<file path="src/hdl/qslnf_pkg.sv">
// shared types and constants for the quad surface load nodal force block
// no dependencies

package qslnf_pkg;

    localparam int COORD_W  = 24;
    localparam int LOAD_W   = 16;
    localparam int FORCE_W  = 64;
    localparam int SUM_W    = 26;
    localparam int PROD_W   = 52;
    localparam int TERM_W   = 53;
    localparam int S_W      = 56;
    localparam int N_LANES  = 3;

    localparam logic [1:0] FIRST_NODE = 2'd0;
    localparam logic [1:0] LAST_NODE  = 2'd3;

    typedef struct packed {
        logic signed [COORD_W-1:0] node1_x;
        logic signed [COORD_W-1:0] node1_y;
        logic signed [COORD_W-1:0] node2_x;
        logic signed [COORD_W-1:0] node2_y;
        logic signed [COORD_W-1:0] node3_x;
        logic signed [COORD_W-1:0] node3_y;
        logic signed [COORD_W-1:0] node4_x;
        logic signed [COORD_W-1:0] node4_y;
        logic signed [LOAD_W-1:0]  pressure_x;
        logic signed [LOAD_W-1:0]  pressure_y;
        logic signed [LOAD_W-1:0]  pressure_z;
    } load_item_t;

    typedef struct packed {
        logic [1:0]                node_index;
        logic signed [FORCE_W-1:0] force_x;
        logic signed [FORCE_W-1:0] force_y;
        logic signed [FORCE_W-1:0] force_z;
        logic                      last_node;
    } force_item_t;

    typedef struct packed {
        logic       valid;
        logic [1:0] idx;
    } node_ctl_t;

    typedef logic [N_LANES-1:0][LOAD_W-1:0] load_vec_t;

    // residue mod 3 of a small sum
    function automatic logic [1:0] mod3_small(input logic [3:0] v);
        logic [1:0] r;
        case (v)
            4'd0, 4'd3, 4'd6, 4'd9, 4'd12, 4'd15: r = 2'd0;
            4'd1, 4'd4, 4'd7, 4'd10, 4'd13:       r = 2'd1;
            default:                              r = 2'd2;
        endcase
        return r;
    endfunction

endpackage

</file>
<file path="src/hdl/qslnf_lane.sv">
// one force component lane: load times weighted area, divide by 48 rounded, saturate
// depends on qslnf_pkg

module qslnf_lane
    import qslnf_pkg::*;
(
    input  logic                      clk,
    input  logic                      en,
    input  logic signed [S_W-1:0]     s_sum,
    input  logic signed [LOAD_W-1:0]  q,
    output logic signed [FORCE_W-1:0] force_out
);

    localparam int NDIG = 5;
    localparam logic [15:0] RECIP3 = 16'd43691;
    localparam logic [15:0] THIRD  = 16'd21845;

    logic [S_W-1:0]    ms;
    logic [LOAD_W-1:0] mq;

    logic        neg1_reg, neg2_reg, neg3_reg;
    logic [43:0] pp_lo_reg;
    logic [42:0] pp_hi_reg;
    logic [71:0] m_sum;
    logic [67:0] n_reg;
    logic [79:0] dig;
    logic [NDIG-1:0][14:0] qd_reg, qd_next;
    logic [NDIG-1:0][1:0]  rd_reg, rd_next;
    logic [31:0] prod [NDIG];
    logic [79:0] quo;
    logic [3:0]  acc;
    logic [1:0]  r;

    assign ms = s_sum[S_W-1] ? S_W'(-s_sum) : S_W'(s_sum);
    assign mq = q[LOAD_W-1] ? LOAD_W'(-q) : LOAD_W'(q);

    assign m_sum = (72'(pp_hi_reg) << 28) + 72'(pp_lo_reg) + 72'd24;
    assign dig   = {12'd0, n_reg};

    always_comb
    begin
        for (int i = 0; i < NDIG; i++)
        begin
            prod[i]    = 32'(dig[16*i +: 16]) * 32'(RECIP3);
            qd_next[i] = prod[i][31:17];
            rd_next[i] = 2'(dig[16*i +: 16] - 16'(qd_next[i]) * 16'd3);
        end
    end

    always_ff @(posedge clk)
    begin
        if (en)
        begin
            neg1_reg  <= s_sum[S_W-1] ^ q[LOAD_W-1];
            pp_lo_reg <= 44'(mq) * 44'(ms[27:0]);
            pp_hi_reg <= 43'(mq) * 43'(ms[54:28]);
            neg2_reg  <= neg1_reg;
            n_reg     <= m_sum[71:4];
            neg3_reg  <= neg2_reg;
            qd_reg    <= qd_next;
            rd_reg    <= rd_next;
        end
    end

    // carry into each digit is the residue of all digits above it
    always_comb
    begin
        acc = 4'd0;
        quo = '0;
        for (int i = NDIG - 1; i >= 0; i--)
        begin
            r = mod3_small(acc);
            quo[16*i +: 16] = 16'(16'(r) * THIRD) + 16'(qd_reg[i])
                            + 16'((3'(r) + 3'(rd_reg[i])) >= 3'd3);
            acc = acc + 4'(rd_reg[i]);
        end
    end

    always_comb
    begin
        if (neg3_reg)
        begin
            if (|quo[79:63])
            begin
                force_out = {1'b1, {(FORCE_W-1){1'b0}}};
            end
            else
            begin
                force_out = -$signed(quo[63:0]);
            end
        end
        else
        begin
            if (|quo[79:63])
            begin
                force_out = {1'b0, {(FORCE_W-1){1'b1}}};
            end
            else
            begin
                force_out = $signed(quo[63:0]);
            end
        end
    end

endmodule

</file>
<file path="config.mk">
export PLATFORM = sky130hd
export DESIGN_NAME = qslnf_lane
export DESIGN_NICKNAME = d
export VERILOG_FILES = /design/src/hdl/qslnf_pkg.sv /design/src/hdl/qslnf_lane.sv
export SDC_FILE = /design/constraint.sdc
export NUM_CORES = 2
export LEC_CHECK = 0
export BUFFER_PORTS_ARGS = -buffer_cell sky130_fd_sc_hd__buf_2
export CORE_MARGIN = 2
export CORE_UTILIZATION = 45
export DETAILED_ROUTE_END_ITERATION = 10
export PLACE_DENSITY = 0.62
export SYNTH_ARGS = -nofsm -noshare
export SYNTH_HDL_FRONTEND = slang
export SYNTH_SLANG_ARGS = --single-unit
</file>
<file path="constraint.sdc">
create_clock -name clk -period 12.4 [get_ports clk]
set_clock_uncertainty 0.2 [all_clocks]
set_input_delay 1.86 -clock clk [delete_from_list [all_inputs] [get_ports clk]]
set_output_delay 1.86 -clock clk [all_outputs]
set_load 0.05 [all_outputs]
</file>
==> results.py <==
metrics = {
    "logic_synthesis": {
        "synth.largest_area_cell": "fa_1",
        "yosys-top-cells-area": "fa_1, ha_1, edfxtp_1",
        "synth.avg_cell_area_um2": 9.24,
        "synth_top_area_share_pct": 34.0,
        "synth_edf_count": 228,
        "netlist_area_um2": 61800,
        "yosys_warnings": 0,
        "syn_inst": 6691,
        "syn-num-nets": 8724,
        "synth_flop_cell": "edfxtp_1",
        "ys_ff_latch": 230,
        "seq_area_frac_synth_pct": 11.1,
        "yosys.cell_types.count": 81,
        "async_flop_share_pct": 0,
    },
    "finish": {
        "multiInputGateArea_um2": 49200,
        "largest_reg_flops": 68,
        "n_antenna_cell": 0,
        "fillers": 13000,
        "seq_area_um2": 6890,
        "fin_nets": 8828,
        "area_growth_pct": 6.97,
        "fin_cells": 8610,
        "drive_gt1_share_pct": 5.38,
        "design_area_um2": 66100,
    },
    "routing": {
        "drt-total-wl_um": 162000,
        "ant_nets": 0,
        "routed-wl-met2_um": 75100,
        "route.met3.wl_um": 10200,
        "vias_per_cell": 5.33,
        "top_layer_used": "met4",
        "wl_met1_um": 71700,
        "post-route-drc-count": 0,
        "dr.pass1.iters": 6,
        "wl_per_cell_um": 18.9,
        "drt_iter0_drc": 2523,
        "vias": 45800,
    },
    "cts": {
        "h-tree-depth": 1,
        "cts_root_buf": "clkbuf_16",
        "clkSlewWorstSetupHoldPaths_ns": 0.07,
        "clock-sinks": 230,
        "cts_buffers": 27,
        "post_cts_buffers": 0,
        "holdBufCountCts": 0,
        "cts.repair.resized": 0,
        "cts_tree": "built",
        "clk_path_buf_depth": 3,
        "worstSkewPairLatency_ns": 0.58,
    },
    "global_routing": {
        "grt_pass1_vias": 48200,
        "grt_max_degree": 83,
        "antenna_found_initial": 1,
        "grt_util_all_layers_pct": 23.5,
        "overflow": 0,
        "grt_pass1_wl_um": 264000,
    },
    "place": {
        "numPortBuffers": 137,
        "place_hpwl_um": 138000,
        "dp_cells": 8560,
        "placed_area_um2": 65200,
        "gp_congestion": 0.941,
    },
    "setup_path": {
        "worstPathCellList": "ha_1 > fa_1 > fa_1 > inv_1 > ha_1 > o311ai_0 > o21ai_0 > o21a_1 > ha_1 > fa_1 > a21o_1 > ha_1 > ha_1 > fa_1 > a211o_1 > a21o_1 > a21oi_1 > a21oi_1 > and4b_1 > a311oi_1 > nand3_1 > or3b_2 > a311oi_1 > buf_2",
        "path_class": "reg2out",
        "r2r-end": "qd_reg[59]$_DFFE_PP_",
        "cp_max_fo": 15,
        "startpoint_type": "flop",
        "critPathRequiredTime_ns": 10.34,
        "crit_arrival_ns": 9.78,
        "rrSetupSlack_ns": 5.24,
        "reg2reg_depth": 21,
        "crit_path_top_delay_cell": "or3b_2",
        "r2r_start": "n_reg[58]$_DFFE_PP_",
        "slowest_delay_ns": 0.77,
        "cpMostUsedCell": "ha_1",
        "cp-end-kind": "output pin",
    },
    "timing": {
        "tns_ns": 0,
        "grt_setup_unrepaired": "false",
        "period_share_pct": 95.5,
        "relSlewSlack_pct": 14.3,
        "finalSetupViolations": 0,
        "maxSlewViolCount": 0,
        "worst_pin_slew_ns": 1.28,
        "fmax_mhz": 84.4,
        "finalHoldViolations": 0,
        "period_needed_ns": 11.84,
    },
    "run_status": {
        "status": "completed",
    },
    "floorplanning": {
        "die-area_um2": 140000,
        "boundaryPins": 138,
        "start_util_pct": 45.1,
        "die_w_um": 375,
        "rows": 136,
        "core_area_um2": 137000,
        "dieHeight_um": 375,
    },
    "min_path": {
        "hold_depth": 0,
        "hold_path_end": "neg3_reg$_DFFE_PP_",
        "hold_start": "neg2_reg$_DFFE_PP_",
        "hp-class": "reg2reg",
    },
    "run": {
        "maxCapViolations": 0,
    },
}
-- cell families (layout without fill, tap and decap cells) --
family / count (synthesis) / in the layout / share of synthesized area, %
fa+ha+maj: 1959 / 1959 / 52.4
simple gates: 1758 / 1758 / 12.7
buf+inv: 1581 / 1706 / 9.62
compound gates: 760 / 760 / 8.33
xor+xnor: 380 / 380 / 5.40
flops: 230 / 230 / 11.1
mux: 23 / 23 / 0.378
-- cell usage in the layout, fill, tap and decap left out, types with 36 or more instances in the layout --
| cell type | netlist | final |
|---|---|---|
| nor3_1 | 90 | 90 |
| edfxtp_1 | 228 | 228 |
| nand4_1 | 36 | 36 |
| ha_1 | 908 | 908 |
| nor4_1 | 43 | 39 |
| o21ai_0 | 149 | 148 |
| buf_2 | 2 | 136 |
| and2_1 | 73 | 73 |
| nand2_1 | 718 | 718 |
| a211oi_1 | 41 | 41 |
| a21oi_1 | 171 | 171 |
| xnor2_1 | 242 | 224 |
| fa_1 | 1051 | 1051 |
| o21a_1 | 52 | 52 |
| nand3_1 | 72 | 71 |
| xor2_1 | 137 | 128 |
| buf_4 | 0 | 104 |
| nor2_1 | 521 | 521 |
| inv_1 | 1413 | 1413 |
| a21o_1 | 89 | 89 |
-- per-layer routing --
metal  global-route usage, %  vias to the layer above
met3                    3.41                      227
met2                    39.3                     1291
met4                    6.77                        0
met5                       0                        -
li1                        -                    21600
met1                    31.8                    22700
-- worst max-delay path: cells and delay by family (launching register included) --
family	cells	cell delay, ns
compound gates	10	3.45
flops	1	0.41
buf+inv	2	0.48
fa+ha+maj	9	3.33
simple gates	3	1.51
-- stage by stage --
step,worst slack [ns],util (%),hold slack [ns]
after floorplan,0.996,-,0.200
after global placement,0.635,47.6,0.210
after detailed placement,0.477,47.6,0.207
after CTS,0.266,48.3,0.196
after global routing,0.0458,48.3,0.230
final,0.558,48.3,0.212
-- cell usage after synthesis, types with 29 or more instances --
cell type and instances:
a211oi_1 41, nor3_1 90, nand4_1 36, xor2_1 137, nor2b_1 29, o21ai_0 149, a21oi_1 171, a21o_1 89
nand2_1 718, clkbuf_1 161, nor2_1 521, nand3_1 72, fa_1 1051, and2_1 73, o21a_1 52, nand2b_1 32
inv_1 1413, ha_1 908, nor4_1 43, xnor2_1 242, edfxtp_1 228
-- cell type report --
class | instances | share of cell area, %
clock inverter | 21 | 0.394
sequential | 230 | 10.4
tap | 1794 | 3.39
multi-input combinational | 4880 | 74.5
timing repair buffer | 243 | 2.29
inverter | 1413 | 8.02
clock buffer | 29 | 1.03
-- worst max path at each step --
stage / startpoint / to / cells after the start
after detailed placement: s_sum[23] / pp_hi_reg[41]$_DFFE_PP_ / 31
after global routing: rd_reg[8]$_DFFE_PP_ / force_out[42] / 24
after global placement: s_sum[23] / pp_hi_reg[41]$_DFFE_PP_ / 32
after floorplan: rd_reg[6]$_DFFE_PP_ / force_out[47] / 28
after CTS: rd_reg[8]$_DFFE_PP_ / force_out[41] / 28
final: rd_reg[8]$_DFFE_PP_ / force_out[42] / 24
Power is left out: the tool's default activity adds up to more than one toggle a clock period on the data nets, which glitch-free logic cannot reach.
